===== config.mk =====
export PLATFORM = sky130hd
export DESIGN_NAME = rqa_ram
export DESIGN_NICKNAME = d
export VERILOG_FILES = /design/src/rtl/rqa_ram.sv
export SDC_FILE = /design/constraint.sdc
export NUM_CORES = 1
export LEC_CHECK = 0
export BUFFER_PORTS_ARGS = -buffer_cell sky130_fd_sc_hd__buf_2
export CAP_MARGIN = 20
export CORE_ASPECT_RATIO = 1.25
export CORE_MARGIN = 2
export CORE_UTILIZATION = 30
export DETAILED_ROUTE_END_ITERATION = 10
export PLACE_DENSITY = 0.48
export SLEW_MARGIN = 0
export SYNTH_ARGS = -nofsm -noshare
export SYNTH_HDL_FRONTEND = slang
export SYNTH_SLANG_ARGS = --single-unit
export TNS_END_PERCENT = 20

===== constraint.sdc =====
create_clock -name clk -period 2.64 [get_ports clk]
set_input_delay 0.264 -clock clk [delete_from_list [all_inputs] [get_ports clk]]
set_output_delay 0.264 -clock clk [all_outputs]
set_load 0.02 [all_outputs]

===== src/rtl/rqa_ram.sv =====
// ----------------------------------------------------------------------------
// rqa_ram
// Generic single-write, single-read RAM with registered read data.
// ----------------------------------------------------------------------------
module rqa_ram #(
  parameter int WIDTH = 8,
  parameter int DEPTH = 2
) (
  input  logic                     clk,
  input  logic                     we,
  input  logic [$clog2(DEPTH)-1:0] waddr,
  input  logic [WIDTH-1:0]         wdata,
  input  logic                     re,
  input  logic [$clog2(DEPTH)-1:0] raddr,
  output logic [WIDTH-1:0]         rdata
);
  logic [WIDTH-1:0] mem [DEPTH];

  always_ff @(posedge clk) begin
    if (we) begin
      mem[waddr] <= wdata;
    end
    if (re) begin
      rdata <= mem[raddr];
    end
  end
endmodule


Word level (Yosys, flattened, before mapping)
Memory sizes are Yosys's and may differ from the RTL's. A register that Yosys moved wholly into a read port is not among the register bits.
Index checks and enable logic that the tools add are counted.

storage, ports and cells
  flip-flop bits (word level) = 0
  bits in latches = 0
  bits in writable memories = 16
  bits in read-only memories = 0
  input bits = 13
  output and inout bits = 8
  logic and storage cells = 3
  memories kept = 1

cells by class
  $add $sub $neg = 0
  multiply operators = 0
  divide/modulo/power cells = 0
  magnitude comparators = 0
  equal/unequal tests = 0
  shift operators = 0
  muxes and demuxes = 2
  bitwise operators = 0
  reductions and logical operators = 0

memory list
  name  words  width  rd ports  clocked after Yosys merged registers in  write ports  line  RTL
  mem   2      8      1         1                                        1            17    logic [WIDTH-1:0] mem [DEPTH];

operator list
  kind     count
  $mux W1  2

Depth between registers and ports, before layout
  depth in word-level cells = 2
  mapped depth = 2
  depth with buffers taken out = 1

Worst setup path after synthesis
No wires, ideal clock.

  kind = input to register
  from = input port we
  to = memory mem[0][0], enable pin
  setup time = 373 ps
  arrival time = 684 ps
  required time = 2,267 ps
  slack = 1,583 ps
  stages on the path = 1
  buffers on the path = 0
  cells stage by stage = nor2b_1

on the way
  longest elaborated chain between the ends = 2

RTL lines
  element                        line  RTL
  from (decl)                    10    input logic we,
  $mux W1                        20    if (we) begin
  $mux W1 (not written as such)  21    mem[waddr] <= wdata;
  to (decl)                      17

No other way between the ends.

Final worst setup path
  from = register rdata[0], read port of mem
  to = output port rdata[0]

RTL lines
  element      line  RTL
  from (decl)  15    output logic [WIDTH-1:0] rdata

No word-level cell between the ends.

==> run metrics <==
final RePlAce weighted congestion 0.637; final core utilization 37.8%; via count 366; largest net degree at the start of global routing 14; Clock power frac 22.5%; PwrDens 649 nW/um2; syn nets 48; Static Leak 0.393 nW; Hold Path Class input pin to register; routing usage on met1 8.33%; internal power 0.000534 W; Post-DP Area 996 um2; CP Data Required Time 2.38 ns; Critical Path Sink Type output port; total track usage 7.02%; vias in the first global route 408; Switch Pwr 0.000130 W; peak fanout along the critical path 1; Tightest Pin Transition 0.702 ns; # fillers 258; Clock Path Buffers 2; # resized after CTS 0; final instance area 1020 um2; fin crit share 41.8%; die outline area 3330 um2; Worst Path Arrival 0.84 ns; total gr overflow 0; core box area 2710 um2; initial antenna violation count 0; Yosys warning total 0; CP bufs+invs 1; n_diodes 0; hold_sp wdata[3]; CTS tree yes; CP Launch Type register; Synth Register Bits 24; WS Path Type register to output port; R2R Path End rdata[7]$_DFFE_PP_; final setup fails 0; Setup Skew 0.00763 ns; f_max 0.907 GHz; switch share 19.6%; worst hold slack 0.144 ns; synthesized cell area 865 um2; FF-to-FF path depth 1; H-tree Lvls 1; Combinational Power Share 8.9%; reg2reg setup slack 1.74 ns; Slowest-stage cell, CP edfxtp_1; average instance area after synthesis 24.7 um2; Starting Density 31.9%; hold path depth 1; RR Startpoint mem[0][7]$_DFFE_PP_; crit-path max cell delay 0.38 ns; Rel. slew slack 53.1%; register share of total power 68.7%; Final Hold Viols 0; largest delay contributor family on the critical path flip-flops; WHS Endpoint mem[1][3]$_DFFE_PP_; gr busiest metal met2; Syn Inst Count 35; max cap viols 0; grt met2 use 10.6%; PortBufs 20; Final ANT Viol Nets 0; post-CTS setup buffers 0; Synth cell types 5; RSZ-0062 raised after global routing false; vias per inst 3.98; CTS Buf Count 3; M3 GR Usage 2.80%; CTS clk-pin slew, worst paths 0.12 ns; cts hold-fix bufs 0; IO Pins 21; worst-path cell chain buf_2; initial DRC count 6; Final TNS setup 0 ns; proportion of layout cells with a drive suffix above 1 53.4%; Root Buffer clkbuf_4; Final Slew Violations 0; wire per inst 10.7 um; clock tree sinks 24; Worst-Skew Late Latency 0.30 ns; WL final 983 um; Seq/Total Area, Yosys 83.4%; Post-route DRC 0; die outline height 64.0 um; drt pass-1 iters 2; Area Overhead vs Synth 18.2%; Worst IR Drop VDD 0.346 mV; minimum clock period 1.10 ns; nets@finish 72; first-pass GRT wire length 1.69 mm; die width 52.0 um; outcome complete, no violations; # rows 21
## kinds of logic after synthesis
group | count (synthesis) | share of synthesized area, %
multiplexers | 8 | 13.9
flip-flops | 24 | 83.4
buffers and inverters | 1 | 1.30
AND/OR/NAND/NOR | 2 | 1.45
## state kept, by name (all words and copies together) (netlist names)
name and cells:
mem 16, rdata 8
## cell type report
| cell class | count | area [um2] | share of cell area [%] |
|---|---|---|---|
| clock buffers | 3 | 22.5 | 2.20 |
| clock inverters | 1 | 3.75 | 0.367 |
| multi-input cells | 10 | 133 | 13.0 |
| flip-flops and latches | 24 | 721 | 70.5 |
| well taps | 34 | 42.5 | 4.16 |
| repair buffers | 20 | 100 | 9.79 |
## routing by layer
layer  wire length (um)  share of wire (%)  vias up
met5                  0                  0        -
met1                407                 41      164
met2                482                 49       17
li1                   -                  -      183
met3                 86                8.7        2
met4                  6               0.61        0
## how the worst max path moves through the flow
stage	startpoint	endpoint	slack [ns]	cells after the start
global route	rdata[3]$_DFFE_PP_	rdata[3]	1.47	1
detailed placement	waddr	mem[0][2]$_DFFE_PP_	1.33	2
CTS	rdata[0]$_DFFE_PP_	rdata[0]	1.51	1
floorplan	we	mem[0][0]$_DFFE_PP_	1.58	1
global placement	waddr	mem[0][2]$_DFFE_PP_	1.38	2
finish	rdata[0]$_DFFE_PP_	rdata[0]	1.54	1
## placed cells by master (no fill, tap or decap)
cell      count
clkinv_1      1
mux2_4        8
buf_2        20
and2_1        1
nor2b_1       1
edfxtp_1     24
clkbuf_4      3
## power groups by stage
stage                     registers (W)  clock network, W  logic [W]
final                          0.000456          0.000149  0.0000588
after global routing           0.000458          0.000178  0.0000641
after CTS                      0.000456          0.000163  0.0000598
after detailed placement       0.000465                 0  0.0000598
after global placement         0.000465                 0  0.0000594
after floorplan                0.000476                 0  0.0000261
## per-stage QoR
step	total power (W)	setup WS, ns	cells
after CTS	0.000679	1.51	92
after floorplan	0.000502	1.58	35
after detailed placement	0.000525	1.33	88
after global placement	0.000524	1.38	88
final	0.000663	1.54	92
after global routing	0.000700	1.47	92
## synth_stat cells
library cell / instances / area, um2
and2_1: 1 / 6.26
nor2b_1: 1 / 6.26
edfxtp_1: 24 / 721
mux2_4: 8 / 120
buf_6: 1 / 11.3
Note: power is estimated with default switching activity, not from simulation.
