--- src/rtl/rqa_pkg.sv ---
// ----------------------------------------------------------------------------
// rqa_pkg
// Types, status codes and register defaults of the RED queue admission block.
// ----------------------------------------------------------------------------
package rqa_pkg;

  localparam int DEFAULT_QUEUE_DEPTH = 1024;

  localparam int DESC_W   = 48;
  localparam int AVG_W    = 27;
  localparam int MUL_A_W  = 33;
  localparam int MUL_B_W  = 17;
  localparam int MUL_P_W  = MUL_A_W + MUL_B_W;
  localparam int DVD_W    = 43;
  localparam int DSR_W    = 11;
  localparam int CFG_IDX_W  = 3;
  localparam int CFG_DATA_W = 16;

  localparam logic [AVG_W-1:0] AVG_MAX = '1;

  // result status codes
  localparam logic [2:0] ST_QUEUED = 3'd0;
  localparam logic [2:0] ST_LOST   = 3'd1;
  localparam logic [2:0] ST_FORCED = 3'd2;
  localparam logic [2:0] ST_RANDOM = 3'd3;
  localparam logic [2:0] ST_FULL   = 3'd4;
  localparam logic [2:0] ST_DEQ    = 3'd5;

  // register indexes
  localparam logic [CFG_IDX_W-1:0] REG_RED_ON        = 3'd0;
  localparam logic [CFG_IDX_W-1:0] REG_LOSS_ENABLE   = 3'd1;
  localparam logic [CFG_IDX_W-1:0] REG_LOSS_PERCENT  = 3'd2;
  localparam logic [CFG_IDX_W-1:0] REG_MIN_THRESHOLD = 3'd3;
  localparam logic [CFG_IDX_W-1:0] REG_MAX_THRESHOLD = 3'd4;
  localparam logic [CFG_IDX_W-1:0] REG_AVG_WEIGHT    = 3'd5;
  localparam logic [CFG_IDX_W-1:0] REG_MAX_DROP_PROB = 3'd6;

  // register reset values
  localparam logic        RST_RED_ON        = 1'b0;
  localparam logic        RST_LOSS_ENABLE   = 1'b1;
  localparam logic [6:0]  RST_LOSS_PERCENT  = 7'd10;
  localparam logic [10:0] RST_MIN_THRESHOLD = 11'd100;
  localparam logic [10:0] RST_MAX_THRESHOLD = 11'd900;
  localparam logic [15:0] RST_AVG_WEIGHT    = 16'd131;
  localparam logic [15:0] RST_MAX_DROP_PROB = 16'd6554;

  localparam logic [6:0] RAND_SPAN = 7'd100;

  typedef struct packed {
    logic        kind;
    logic [15:0] dest_port;
    logic [31:0] frame_tag;
    logic [6:0]  loss_random;
    logic [6:0]  red_random;
  } arr_word_t;

  typedef struct packed {
    logic [2:0]  status;
    logic        out_valid;
    logic [15:0] out_dest;
    logic [31:0] out_tag;
    logic [10:0] queue_level;
  } res_word_t;

endpackage

--- src/rtl/rqa_div.sv ---
// ----------------------------------------------------------------------------
// rqa_div
// Restoring divider, one quotient bit per cycle.
// ----------------------------------------------------------------------------
module rqa_div (
  input  logic                       clk,
  input  logic                       rst,
  input  logic                       start,
  input  logic [rqa_pkg::DVD_W-1:0] dividend,
  input  logic [rqa_pkg::DSR_W-1:0] divisor,
  output logic                       done,
  output logic [rqa_pkg::DVD_W-1:0] quotient
);
  import rqa_pkg::*;

  localparam int CNT_W = $clog2(DVD_W);
  localparam logic [CNT_W-1:0] LAST = CNT_W'(DVD_W - 1);

  logic             busy;
  logic [CNT_W-1:0] cnt;
  logic [DVD_W-1:0] dvd;
  logic [DSR_W-1:0] rem;
  logic [DSR_W-1:0] dsr;
  logic [DSR_W:0]   trial;
  logic             fits;

  // shift one dividend bit into the partial remainder
  assign trial = {rem, dvd[DVD_W-1]};
  assign fits  = trial >= {1'b0, dsr};
  assign quotient = dvd;

  always_ff @(posedge clk) begin
    if (rst) begin
      busy <= 1'b0;
      done <= 1'b0;
      cnt  <= '0;
    end else begin
      done <= 1'b0;
      if (start) begin
        busy <= 1'b1;
        cnt  <= '0;
      end else if (busy) begin
        cnt <= cnt + 1'b1;
        if (cnt == LAST) begin
          busy <= 1'b0;
          done <= 1'b1;
        end
      end
    end
  end

  always_ff @(posedge clk) begin
    if (start) begin
      dvd <= dividend;
      dsr <= divisor;
      rem <= '0;
    end else if (busy) begin
      rem <= fits ? DSR_W'(trial - {1'b0, dsr}) : trial[DSR_W-1:0];
      dvd <= {dvd[DVD_W-2:0], fits};
    end
  end
endmodule

--- config.mk ---
export PLATFORM = sky130hd
export DESIGN_NAME = rqa_div
export DESIGN_NICKNAME = d
export VERILOG_FILES = /design/src/rtl/rqa_pkg.sv /design/src/rtl/rqa_div.sv
export SDC_FILE = /design/constraint.sdc
export NUM_CORES = 1
export LEC_CHECK = 0
export BUFFER_PORTS_ARGS = -buffer_cell sky130_fd_sc_hd__buf_2
export CAP_MARGIN = 20
export CORE_MARGIN = 2
export CORE_UTILIZATION = 45
export DETAILED_ROUTE_END_ITERATION = 6
export PLACE_DENSITY = 0.78
export SLEW_MARGIN = 30
export SYNTH_ARGS = -nofsm -noshare
export SYNTH_HDL_FRONTEND = slang
export SYNTH_SLANG_ARGS = --single-unit
--- constraint.sdc ---
create_clock -name clk -period 3.1 [get_ports clk]
set_clock_uncertainty 0.15 [all_clocks]
set_input_delay 0 -clock clk [delete_from_list [all_inputs] [get_ports clk]]
set_output_delay 0 -clock clk [all_outputs]
set_load 0.005 [all_outputs]
# Word-level counts from Yosys, hierarchy flattened
# Cells that the tools add are included.
# W data, S select, Z words.
dict set report totals {
  output_inout_bits 44
  memories 0
  input_bits 57
  mem_bits_ro 0
  ram_bits 0
  register_bits 73
  word_cells 21
  latch_bits 0
}
dict set report classes {
  addsub 2
  eq_ne 1
  reduce_logical 3
  n_lt_le_gt_ge 1
  shifts 0
  div_mod_pow 0
  mul 0
  bitwise 1
  muxes 7
}
# cell n
set ops {}
lappend ops {{$mux W43} 2}
lappend ops {{$ge A12 B11 Y1} 1}
lappend ops {{$mux W11} 1}
lappend ops {{$sub A11 B11 Y11} 1}
lappend ops {{$add A6 B1 Y6 const B} 1}
lappend ops {{$eq A6 B6 Y1 const B} 1}
lappend ops {{$mux W1} 4}
lappend ops {{$reduce_or A3 Y1} 1}
lappend ops {{$reduce_bool A2 Y1} 1}
lappend ops {{$reduce_or A2 Y1} 1}
lappend ops {{$not A1 Y1} 1}

# Longest topological paths before layout
dict set report logic_depth {
  depth_word 4
  depth_mapped 10
  ltp_nobuf 9
}

# Least setup slack after synthesis
# Ideal clock, no wire load.
dict set report synth_path {
  path_kind {flip-flop to flip-flop}
  startpoint {register dvd[42], in the netlist quotient[42]}
  endpoint {register rem[8]}
  required_time_ns 2.814
  synth_period_minus_slack_ns 2.429
  t_arrival_ns 2.144
  setup_time_ns 0.136
  setup_slack_ns 0.671
  path_stages_with_launch 11
  n_path_buf 1
  cell_sequence {edfxtp_1 -> inv_1 -> ha_1 -> fa_1 -> nor2b_4 -> o31a_1 -> o21ai_4 -> o21ai_4 -> buf_12 -> mux2i_1 -> a211oi_2}
}
dict set report synth_between {
  elab_chain_cells 2
  elab_cells_between_ends 3
  classes_between {add/sub (1); order compare (1); mux (1)}
}
# element line_no
set synth_lines {}
lappend synth_lines {{start, declared} rqa_div.sv:21} ;# logic [DVD_W-1:0] dvd;
lappend synth_lines {{start signal, assigned} rqa_div.sv:54} ;# dvd <= dividend;
lappend synth_lines {{start signal, assigned} rqa_div.sv:59} ;# dvd <= {dvd[DVD_W-2:0], fits};
lappend synth_lines {{$sub A11 B11 Y11 / $ge A12 B11 Y1 (equally long branches)} {rqa_div.sv:58, rqa_div.sv:29}}
lappend synth_lines {{$mux W11 *} rqa_div.sv:58} ;# rem <= fits ? DSR_W'(trial - {1'b0, dsr}) : trial[DSR_W-1:0];
lappend synth_lines {{end signal, assigned} rqa_div.sv:58}
lappend synth_lines {{end, declared} rqa_div.sv:22} ;# logic [DSR_W-1:0] rem;
# Every way passes the cells marked *; elsewhere a longest branch is shown, timed or not.
# A chain may end at the register's enable or synchronous reset.

# Final worst setup path
dict set report layout_path {
  startpoint {register dvd[42], in the netlist quotient[42]}
  endpoint {register rem[10]}
}
# The elaborated chain is that of the path after synthesis.

==> qor.yml <==
status: "finished, final reports clean"
insertion_delay_ns: 0.35
tritoncts: "done"
arrival_ns: 2.80
syn_to_final_growth_pct: 37.70
io_buffers: 100
path_class: "flip-flop to flip-flop"
synth_seq_cells: 73
peakVddDrop_v: 0.0003708
grt_start_max_net_pins: 38
slew_violations: 0
via_per_inst: 5.207
rsz0062_at_grt: "no"
powerDensity_nw_per_um2: 501.8
syn-cell-area_um2: 3595
ff2ff_setup_slack_ns: 0.42
yosys.area.top_type: "edfxtp_1"
final_cells: 542
dieArea_um2: 8719
tightest_slew_ns: 0.5588
synth_edf_count: 54
start_util_pct: 46.52
dr.first_iter.drc_count: 102
drc: 0
coreArea_um2: 7727
start_kind: "flip-flop"
drtPass1Iterations: 6
p_leak_nw: 2.049
pin_count: 101
cp_max_fo: 15
grt_pass1_wl_um: 14390
cts_resized: 0
worstPathRequired_ns: 3.21
clk_pin_slew_ns: 0.08
max-cap-violations: 0
setup_viol: 0
overflow: 0
nets: 507
gp_congestion: 0.8071
dp.cells: 471
rows: 32
cts_inserted_buffers: 9
ys_warn_count: 0
total_power_mw: 2.484
setup_ws_ns: 0.4193
htree_num_levels: 3
finalSetupTns_ns: 0
fin_crit_sh_pct: 86.47
diodes: 0
drive_gt1_share_pct: 39.32
syn_avg_cell_area_um2: 13.07
most-common-layout-cells: "100 x buf_2, 56 x dlygate4sd3_1, 54 x edfxtp_1"
hpwlAfterDp_um: 5608
fin_area_um2: 4950
syn_inst: 275
synthTopCellsByArea: "edfxtp_1 45%, mux2_2 13%, dfxtp_1 11%"
placed_cell_area_um2: 4205
wl_per_cell_um: 16.28
synth_ff_type: "edfxtp_1"
fin_crit_ns: 2.681
cts-root-buf: "clkbuf_8"
grt_pass1_vias: 2977
ctsLongestPathBuffers: 2
layout_commonest_cell: "buf_2"
die_y_um: 93.38
hold_violations: 0
clkSinkCount: 73
grt_antenna_before_repair: 0
die_w_um: 93.38
via_count: 2822
groute.usage.overall_pct: 21.63
max_freq_mhz: 373.0
antenna_left: 0
slew_headroom_pct: 62.61
drt-total-wl_um: 8826
syn_nets: 346
synthArstFlopShare_pct: 0
synth_seq_area_share_pct: 55.69
pre_cts_slack_ns: 0.4609
hold_path.class: "primary input to flip-flop"
synth.top_cell.area_share_pct: 45.11
ys_types: 50
critPathCaptureType: "flip-flop"
-- worst max-delay path: stages, from the launching register on --
cell and delay [ns]:
edfxtp_1 0.40, inv_1 0.07, ha_1 0.22, fa_1 0.44, nor2b_4 0.14, o31a_1 0.22
o21ai_4 0.12, o21ai_4 0.44, o41ai_2 0.15, a311oi_1 0.26
-- path summary, 6_finish.rpt --
| check | from | to | cells after the start |
|---|---|---|---|
| worst max register to register | quotient[42]$_DFFE_PP_ | rem[10]$_SDFFE_PP0P_ | 9 |
| worst min register to register | cnt[5]$_SDFFE_PP0P_ | done$_SDFF_PP0_ | 2 |
| worst max-delay path | quotient[42]$_DFFE_PP_ | rem[10]$_SDFFE_PP0P_ | 9 |
| worst min-delay path | divisor[8] | dsr[8]$_DFFE_PP_ | 2 |
-- flip-flops by register name, summed over array words and instances (netlist names) --
name and count:
done 1, dsr 11, cnt 6, quotient 43
rem 11, busy 1
-- cells in the mapped netlist (all sizes together) (6+ instances only) --
cell / number
xnor2: 6
a211oi: 8
mux2i: 6
clkbuf: 7
a21oi: 8
inv: 17
edfxtp: 54
o21ai: 10
mux2: 43
nand2: 10
ha: 13
nor2: 20
dfxtp: 19
-- repair_timing --
action | 4_1_cts | 5_1_grt
hold buffers | 56 | 0
setup buffers | 0 | 0
endpoints found under the hold margin | 64 | 0
-- metal layers --
layer	track usage, %	routed length (um)
met5	0	0
met4	7.843	153
met2	35.79	4361
met1	26.66	3709
met3	6.688	602
-- stage by stage --
step | hold slack [ns] | utilization, %
after floorplan | -0.07762 | -
after global placement | 0.02035 | 54.42
after detailed placement | 0.02683 | 54.42
after CTS | 0.1933 | 64.05
after global routing | 0.2011 | 64.05
final | 0.2111 | 64.05
-- final cells by class --
type,count,area [um2]
Clock buffer,9,123.9
Clock inverter,6,60.06
Fill cell,584,2778
Inverter,17,63.81
Multi-Input combinational cell,174,1474
Sequential cell,73,2002
Tap cell,102,127.6
Timing Repair Buffer,161,1099
-- power breakdown --
group | total, mW | internal (mW) | switching (mW)
Clock | 0.723 | 0.363 | 0.360
Combinational | 0.549 | 0.283 | 0.267
Sequential | 1.21 | 1.16 | 0.0531
-- cell families after synthesis --
logic type / Yosys count / synth area share, %
and+or+nand+nor: 59 / 9.572
xor gates and xnor gates: 9 / 2.193
adders and majority gates: 14 / 5.082
DFF: 73 / 55.69
muxes: 49 / 15.14
buffers and inverters: 28 / 3.376
AOI/OAI and AO/OA: 43 / 8.945
Power figures use the tool's default switching activity.
