===== src/rtl/rqa_pkg.sv =====
// ----------------------------------------------------------------------------
// rqa_pkg
// Types, status codes and register defaults of the RED queue admission block.
// ----------------------------------------------------------------------------
package rqa_pkg;

  localparam int DEFAULT_QUEUE_DEPTH = 1024;

  localparam int DESC_W   = 48;
  localparam int AVG_W    = 27;
  localparam int MUL_A_W  = 33;
  localparam int MUL_B_W  = 17;
  localparam int MUL_P_W  = MUL_A_W + MUL_B_W;
  localparam int DVD_W    = 43;
  localparam int DSR_W    = 11;
  localparam int CFG_IDX_W  = 3;
  localparam int CFG_DATA_W = 16;

  localparam logic [AVG_W-1:0] AVG_MAX = '1;

  // result status codes
  localparam logic [2:0] ST_QUEUED = 3'd0;
  localparam logic [2:0] ST_LOST   = 3'd1;
  localparam logic [2:0] ST_FORCED = 3'd2;
  localparam logic [2:0] ST_RANDOM = 3'd3;
  localparam logic [2:0] ST_FULL   = 3'd4;
  localparam logic [2:0] ST_DEQ    = 3'd5;

  // register indexes
  localparam logic [CFG_IDX_W-1:0] REG_RED_ON        = 3'd0;
  localparam logic [CFG_IDX_W-1:0] REG_LOSS_ENABLE   = 3'd1;
  localparam logic [CFG_IDX_W-1:0] REG_LOSS_PERCENT  = 3'd2;
  localparam logic [CFG_IDX_W-1:0] REG_MIN_THRESHOLD = 3'd3;
  localparam logic [CFG_IDX_W-1:0] REG_MAX_THRESHOLD = 3'd4;
  localparam logic [CFG_IDX_W-1:0] REG_AVG_WEIGHT    = 3'd5;
  localparam logic [CFG_IDX_W-1:0] REG_MAX_DROP_PROB = 3'd6;

  // register reset values
  localparam logic        RST_RED_ON        = 1'b0;
  localparam logic        RST_LOSS_ENABLE   = 1'b1;
  localparam logic [6:0]  RST_LOSS_PERCENT  = 7'd10;
  localparam logic [10:0] RST_MIN_THRESHOLD = 11'd100;
  localparam logic [10:0] RST_MAX_THRESHOLD = 11'd900;
  localparam logic [15:0] RST_AVG_WEIGHT    = 16'd131;
  localparam logic [15:0] RST_MAX_DROP_PROB = 16'd6554;

  localparam logic [6:0] RAND_SPAN = 7'd100;

  typedef struct packed {
    logic        kind;
    logic [15:0] dest_port;
    logic [31:0] frame_tag;
    logic [6:0]  loss_random;
    logic [6:0]  red_random;
  } arr_word_t;

  typedef struct packed {
    logic [2:0]  status;
    logic        out_valid;
    logic [15:0] out_dest;
    logic [31:0] out_tag;
    logic [10:0] queue_level;
  } res_word_t;

endpackage


===== src/rtl/rqa_mul.sv =====
// ----------------------------------------------------------------------------
// rqa_mul
// Shared unsigned multiplier with registered product.
// ----------------------------------------------------------------------------
module rqa_mul (
  input  logic                         clk,
  input  logic [rqa_pkg::MUL_A_W-1:0] a,
  input  logic [rqa_pkg::MUL_B_W-1:0] b,
  output logic [rqa_pkg::MUL_P_W-1:0] p
);
  import rqa_pkg::*;

  always_ff @(posedge clk) begin
    p <= MUL_P_W'(a) * MUL_P_W'(b);
  end
endmodule


===== config.mk =====
export PLATFORM = sky130hd
export DESIGN_NAME = rqa_mul
export DESIGN_NICKNAME = d
export VERILOG_FILES = /design/src/rtl/rqa_pkg.sv /design/src/rtl/rqa_mul.sv
export SDC_FILE = /design/constraint.sdc
export NUM_CORES = 1
export LEC_CHECK = 0
export BUFFER_PORTS_ARGS = -buffer_cell sky130_fd_sc_hd__buf_2
export CORE_ASPECT_RATIO = 0.8
export CORE_MARGIN = 4
export CORE_UTILIZATION = 45
export DETAILED_ROUTE_END_ITERATION = 12
export PLACE_DENSITY = 0.71
export SKIP_CTS_REPAIR_TIMING = 1
export SYNTH_ARGS = -nofsm -noshare
export SYNTH_HDL_FRONTEND = slang
export SYNTH_SLANG_ARGS = --single-unit

===== constraint.sdc =====
create_clock -name clk -period 8.4 [get_ports clk]
set_input_delay 0.42 -clock clk [delete_from_list [all_inputs] [get_ports clk]]
set_output_delay 0.42 -clock clk [all_outputs]
set_load 0.01 [all_outputs]

Word level (Yosys, flattened, before mapping)
Cells that the tools add are included.
{"block": "totals", "wordCells": 2, "input_bits": 51, "out_inout_bits": 50, "register_bits": 50}
{"block": "classes", "multipliers": 1}
{"cell": "33-bit by 17-bit multiplier with 50-bit output", "count": 1}

Logic depth before layout (Yosys ltp)
Gate-level depths: netlist of run 1.
{"block": "depth", "ltp_word": 1, "mapped_depth": 25, "mapped_depth_nobuf": 23}

Worst setup path after synthesis of run 1
Ideal clock, no wire load.
{"block": "synth_path", "path_type": "input -> register", "start": "input a[30] (netlist bit)", "end": "register p[47] (netlist bit)", "path_buffers": 2, "slack_ns": 2.322, "arrival_ns": 6.006, "required_time_ns": 8.328, "path_stages": 22, "setup_time_ns": 0.072, "cell_sequence": "clkbuf_1 > nand2_1 > fa_1 > inv_1 > fa_1 > inv_1 > fa_1 > inv_1 > fa_1 > fa_1 > inv_1 > fa_1 > inv_1 > ha_1 > bufbuf_16 > nand4_1 > or4_1 > o32a_2 > a31oi_4 > a31oi_1 > o21bai_1 > xor2_1"}
{"block": "synth_via", "elab_chain_len": 1}
{"element": "from (decl)", "line_no": "rqa_mul.sv:7", "source": "input logic [rqa_pkg::MUL_A_W-1:0] a,"}
{"element": "33-bit by 17-bit multiplier with 50-bit output", "line_no": "rqa_mul.sv:14", "source": "p <= MUL_P_W'(a) * MUL_P_W'(b);"}
{"element": "to (signal assigned)", "line_no": "rqa_mul.sv:14"}
{"element": "to (decl)", "line_no": "rqa_mul.sv:9", "source": "output logic [rqa_pkg::MUL_P_W-1:0] p"}
No other way between the ends.

Final worst setup path of run 1
{"block": "layout_path", "start": "input b[2] (netlist bit)", "end": "register p[42] (netlist bit)"}
{"block": "layout_via", "elab_chain_len": 1}
{"element": "from (decl)", "line_no": "rqa_mul.sv:8", "source": "input logic [rqa_pkg::MUL_B_W-1:0] b,"}
{"element": "33-bit by 17-bit multiplier with 50-bit output", "line_no": "rqa_mul.sv:14"}
No other way between the ends.

==> impl_results.md, run 1 <==
- DIE HEIGHT: between 150 and 200 microns
- Drt pass-1 iters: 5
- Layout Nets: 2793
- Overall Global Routing Usage: 0.231
- Antenna violations before repair: 4
- CP most frequent cell: fa_1
- Final worst-path cycle share: 0.826
- Relative slew slack: 0.424
- Ys flop type: dfxtp_1
- Fill count: 3820
- Io pins: just over 100
- DRC violations left: 0
- CP max stage cell: buf_2
- Root Buffer: clkbuf_16
- CP peak stage delay: 0.63 ns
- Number of global-route vias before repair: 15900
- Most common cell after layout, fill and taps aside: inv_1
- Critical Path RT: about 8.6 ns
- Final Max Tran Viols: 0
- Core ar.: 0.0410 sq mm
- # rows: 66
- Most frequent cells in the layout: 555 x inv_1, 464 x fa_1, 369 x nand2_1
- Register area share after synthesis: 0.0530
- Unrepaired setup endpoints after global routing: false
- Maximum number of pins on one net before global-route repair: 34
- Post-DRT Antenna Nets: 0
- Measured slew at the worst slew-check pin: 0.864 ns
- Async SR Flop Fraction: 0
- Max FFs per register: 50
- Total CTS buffers: 5
- Min cycle time layout: 6.93 ns
- GP Congestion: 0.953
- Synth Register Bits: 50
- Gr ovfl total: 0
- Final setup vio count: 0
- Final wirelength: 49400 microns
- Post-synthesis net count: about 2800
- Share of post-route cells with drive strength above 1: 0.0613
- Die X: between 200 and 250 microns
- Largest registers: p: 50 flops
- Die ar.: 0.0453 sq mm
- Setup Crit Path Kind: in -> reg
- Ys Warns: 0
- Hold Path Class: in -> reg
- CTS clk-pin slew, worst paths: 0.09 ns
- Fmax: between 100 and 150 MHz
- CP cell instances: buf_2 > nand2_1 > fa_1 > fa_1 > fa_1 > inv_1 > fa_1 > fa_1 > inv_1 > fa_1 > inv_1 > ha_1 > a21o_1 > a31oi_1 > o211ai_1 > o21ai_1 > a22oi_1 > a221o_1 > a31oi_1 > a31oi_1 > xor2_1
- Starting Density: 0.460
- Vias/cell: between 5 and 6
- Critical Path Start Type: primary input
- Setup TNS: 0 ns
- Max Cap Viol: 0
- Worst Path Arrival: 7.15 ns
- Largest register by flop count: p
- Maximum fanout along the worst path: 33
- CTS tree: yes
- Outcome: finished clean
- Final HPWL from detailed placement: 39400 microns
- Syn Area/Cell: approximately 9 sq um
- Wire length per cell: about 18 microns
- Clock Path Buffers: 2
- EDFF count, synth: 0
- Distinct cells, synth: 60
- First-pass GRT wire length: 83100 microns
- DR vias: 14200
- Syn Std Cell Area: 0.0189 sq mm
- Setup crit end kind: register
- H-tree depth: 2
- Area grow syn2layout: 5.17%
- Port bufs: 100
- Fin. Hold Viols: 0
- Synth Instances: 2137
- DR iter-0 viols: about 950
- Clock tree sinks: 50
-- kinds of logic after synthesis --
family                   count (synthesis)  share of synthesized area
buffers and inverters                  650                      0.133
AO/OA/AOI/OAI                          152                     0.0539
adder cells (fa/ha/maj)                588                      0.574
flip-flops                              50                     0.0530
AND/OR/NAND/NOR                        651                      0.165
XOR/XNOR                                46                     0.0214
-- through the flow --
stage               worst slack, ns   util  std cells  hold WS [ns]  area, sq um
finish                         1.47  0.484       2703         0.562        19800
global route                   1.17  0.483       2702         0.567        19800
CTS                            1.51  0.483       2699         0.553        19800
detailed placement             1.16  0.479       2691         0.814        19700
global placement               1.32  0.479       2691         0.820        19700
floorplan                      2.32      -       2137         0.542        18900
-- critical path, delay by kind of cell --
kind | cells | cell delay [ns]
adders and majority gates | 7 | 3.45
AOI/OAI and AO/OA | 8 | 2.13
buffers and inverters | 4 | 0.80
and+or+nand+nor | 1 | 0.18
xor gates and xnor gates | 1 | 0.15
-- cell usage after synthesis (3+ instances only) --
cell type,count,share of area
dfxtp_1,50,0.053
xor2_1,19,0.0088
clkbuf_1,86,0.017
nand2_2,3,0.00099
and3_1,4,0.0013
nor2_1,14,0.0028
and2_1,224,0.074
clkbuf_2,3,0.00080
o21a_1,8,0.0032
nand3_1,10,0.0027
fa_1,464,0.49
nand4_1,11,0.0036
a21oi_1,51,0.014
o21bai_1,13,0.0052
inv_1,555,0.11
a21o_1,22,0.0088
ha_1,124,0.082
a31oi_1,11,0.0036
xnor2_1,27,0.013
nor2b_1,3,0.00099
nand2_1,369,0.073
nor3_1,4,0.0011
o21ai_0,17,0.0045
o211ai_1,3,0.0012
-- routing by layer --
layer / up-vias / track usage / part of all wire
met2: 609 / 0.388 / 0.48
li1: 6188 / - / -
met1: 7370 / 0.314 / 0.41
met3: 81 / 0.0306 / 0.076
met5: - / 0 / 0
met4: 0 / 0.0743 / 0.031
-- path summary, 6_finish.rpt --
check                 start     to  slack, ns  cells past startpoint
worst max-delay path   b[2]  p[42]       1.47                     21
worst min-delay path   a[0]   p[0]       0.56                      2
-- cell type report --
type / instances / area (sq um) / area share
tap: 544 / 681 / 0.0343
inverter: 555 / 2080 / 0.105
antenna: 4 / 10.0 / 0.000504
sequential: 50 / 1000 / 0.0504
clock inverter: 2 / 37.5 / 0.00189
clock buffer: 6 / 129 / 0.00649
multi-input combinational: 1437 / 15400 / 0.774
timing repair buffer: 105 / 538 / 0.0271
Power of run 1 is left out: the tool's default activity adds up to more than one toggle a clock period on the data nets, which glitch-free logic cannot reach.
==> run 2, diff against run 1 <==
--- a/config.mk
+++ b/config.mk
@@ -5,12 +5,13 @@
 export SDC_FILE = /design/constraint.sdc
 export NUM_CORES = 1
 export LEC_CHECK = 0
+export ABC_AREA = 1
 export BUFFER_PORTS_ARGS = -buffer_cell sky130_fd_sc_hd__buf_2
 export CORE_ASPECT_RATIO = 0.8
 export CORE_MARGIN = 4
 export CORE_UTILIZATION = 45
 export DETAILED_ROUTE_END_ITERATION = 12
-export PLACE_DENSITY = 0.71
+export PLACE_DENSITY = 0.73
 export SKIP_CTS_REPAIR_TIMING = 1
 export SYNTH_ARGS = -nofsm -noshare
 export SYNTH_HDL_FRONTEND = slang
==> constraint.sdc (replaced) <==
create_clock -name clk -period 6.35 [get_ports clk]
set_input_delay 0.3175 -clock clk [delete_from_list [all_inputs] [get_ports clk]]
set_output_delay 0.3175 -clock clk [all_outputs]
set_load 0.01 [all_outputs]
==> impl_results.md, run 2 <==
- Outcome: finished clean
- Crit path max-delay family: adder cells
- First-pass GRT wire length: 88300 microns
- Dominant cell type by area after synthesis: fa_1
- Measured slew at the worst slew-check pin: 0.765 ns
- Die X: 248 microns
- Final Worst Setup Slack: about 0.65 ns
- Dpl ws: 0.454 ns
- Final Max Tran Viols: 0
- # rows: 69
- Wire length per cell: 14.7 microns
- Number of global-route vias before repair: 17700
- Final HPWL from detailed placement: 43300 microns
- Hold Path Depth: 4
- CTS tree: yes
- Syn Std Cell Area: a little over 0.02 sq mm
- Fmax: 175 MHz
- Synth Instances: 2870
- GP Congestion: slightly below 1
- DRC violations left: 0
- Final worst-path cycle share: 0.898
- Distinct cells, synth: 27
- Max FFs per register: 50
- DIE HEIGHT: 200 microns
- Largest register by flop count: p
- Clock Path Buffers: 2
- Register area share after synthesis: 0.0485
- Antenna violations before repair: 1
- Setup Crit Path Kind: in -> reg
- Drt pass-1 iters: 7
- Hold Path Sink: p[0]
- Synth Register Bits: 50
- Port bufs: 100
- Clock tree sinks: 50
- Hold Path Class: in -> reg
- H-tree depth: 2
- Starting Density: 0.460
- Ys Warns: 0
- Final wirelength: just over 50000 microns
- Post-DRT Antenna Nets: 0
- Max Cap Viol: 0
- Critical Path Start Type: primary input
- Top-count cell post-synth: inv_1
- Overall Global Routing Usage: 0.222
- Ys flop type: dfxtp_1
- Setup crit end kind: register
- Io pins: a little over 100
- Area grow syn2layout: 5.99%
- Gr ovfl total: 0
- CP max stage cell: fa_1
- CTS clk-pin slew, worst paths: 0.07 ns
- Relative slew slack: 0.490
- ANT cells: 0
- CP peak stage delay: 0.56 ns
- Unrepaired setup endpoints after global routing: false
- DR iter-0 viols: 1051
- Most frequent cells in the layout: 955 x inv_1, 924 x nand2_1, 464 x fa_1
- Worst Path Arrival: 5.87 ns
- Min Hold Slack: approximately 0.54 ns
- Maximum fanout along the worst path: 18
- Final setup vio count: 0
- CP Launch Point: b[6]
- CP most frequent cell: nand2_1
- Die ar.: 0.0494 sq mm
- Total CTS buffers: 5
- Final core utilization: 0.488
- Largest registers: p: 50 flops
- Async SR Flop Fraction: 0
- Syn Area/Cell: 7.20 sq um
- DR vias: 16400
- Post-synthesis net count: between 3000 and 4000
- Maximum number of pins on one net before global-route repair: 29
- Layout Nets: 3519
- Critical path buffers and inverters: 7
- Yosys top cell area share: 0.450
- Core ar.: 0.0449 sq mm
- Vias/cell: 4.69
- Commonest cells post-synth: 955 x inv_1, 924 x nand2_1, 464 x fa_1
- Setup TNS: 0 ns
- Most common cell after layout, fill and taps aside: inv_1
- Root Buffer: clkbuf_16
- Critical Path RT: about 6.5 ns
- EDFF count, synth: 0
- Min cycle time layout: 5.70 ns
- Fin. Hold Viols: 0
- Hold wc startpoint: a[0]
- Share of post-route cells with drive strength above 1: 0.0635
- Top cells by area, synth: fa_1 45%, inv_1 17%, nand2_1 17%
-- run 2: cell types whose count changed after synthesis, moves of 22 or more --
| cell | change |
|---|---|
| and2_1 | -223 |
| clkbuf_1 | +48 |
| nand2_1 | +555 |
| a21o_1 | -22 |
| a21oi_1 | -25 |
| nor2_1 | +49 |
| inv_1 | +400 |
| nand3_1 | +28 |
-- run 2: worst max-delay path by stage --
stage | endpoint | slack [ns] | cells after the start
floorplan | p[33] | 1.04 | 24
global placement | p[37] | 0.49 | 25
detailed placement | p[37] | 0.45 | 25
CTS | p[37] | 0.75 | 25
global route | p[49] | 0.43 | 25
finish | p[37] | 0.65 | 25
-- run 2: layout make-up --
cell class | count | area, sq um
Clock buffer | 5 | 125
Clock inverter | 3 | 68.8
Fill cell | 4478 | 23000
Inverter | 958 | 3600
Multi-Input combinational cell | 1728 | 15600
Sequential cell | 50 | 1000
Tap cell | 603 | 754
Timing Repair Buffer | 137 | 791
-- run 2: layer usage --
metal | GRT usage | share of wire | routed length (microns)
met1 | 0.305 | 0.43 | 22200
met4 | 0.0470 | 0.021 | 1090
met3 | 0.0448 | 0.092 | 4710
met2 | 0.369 | 0.45 | 23200
met5 | 0 | 0.00025 | 13
-- run 2: cells by family after synthesis --
logic type	synth area share
AO/OA/AOI/OAI	0.00927
XOR/XNOR	0.0119
adder cells (fa/ha/maj)	0.525
buffers and inverters	0.198
flip-flops	0.0485
AND/OR/NAND/NOR	0.207
-- run 2: through the flow --
step	cells	area [sq um]
floorplan	2870	20700
global placement	3476	21700
detailed placement	3476	21700
CTS	3484	21900
global route	3484	21900
finish	3484	21900
Power of run 2 is left out for the same reason.
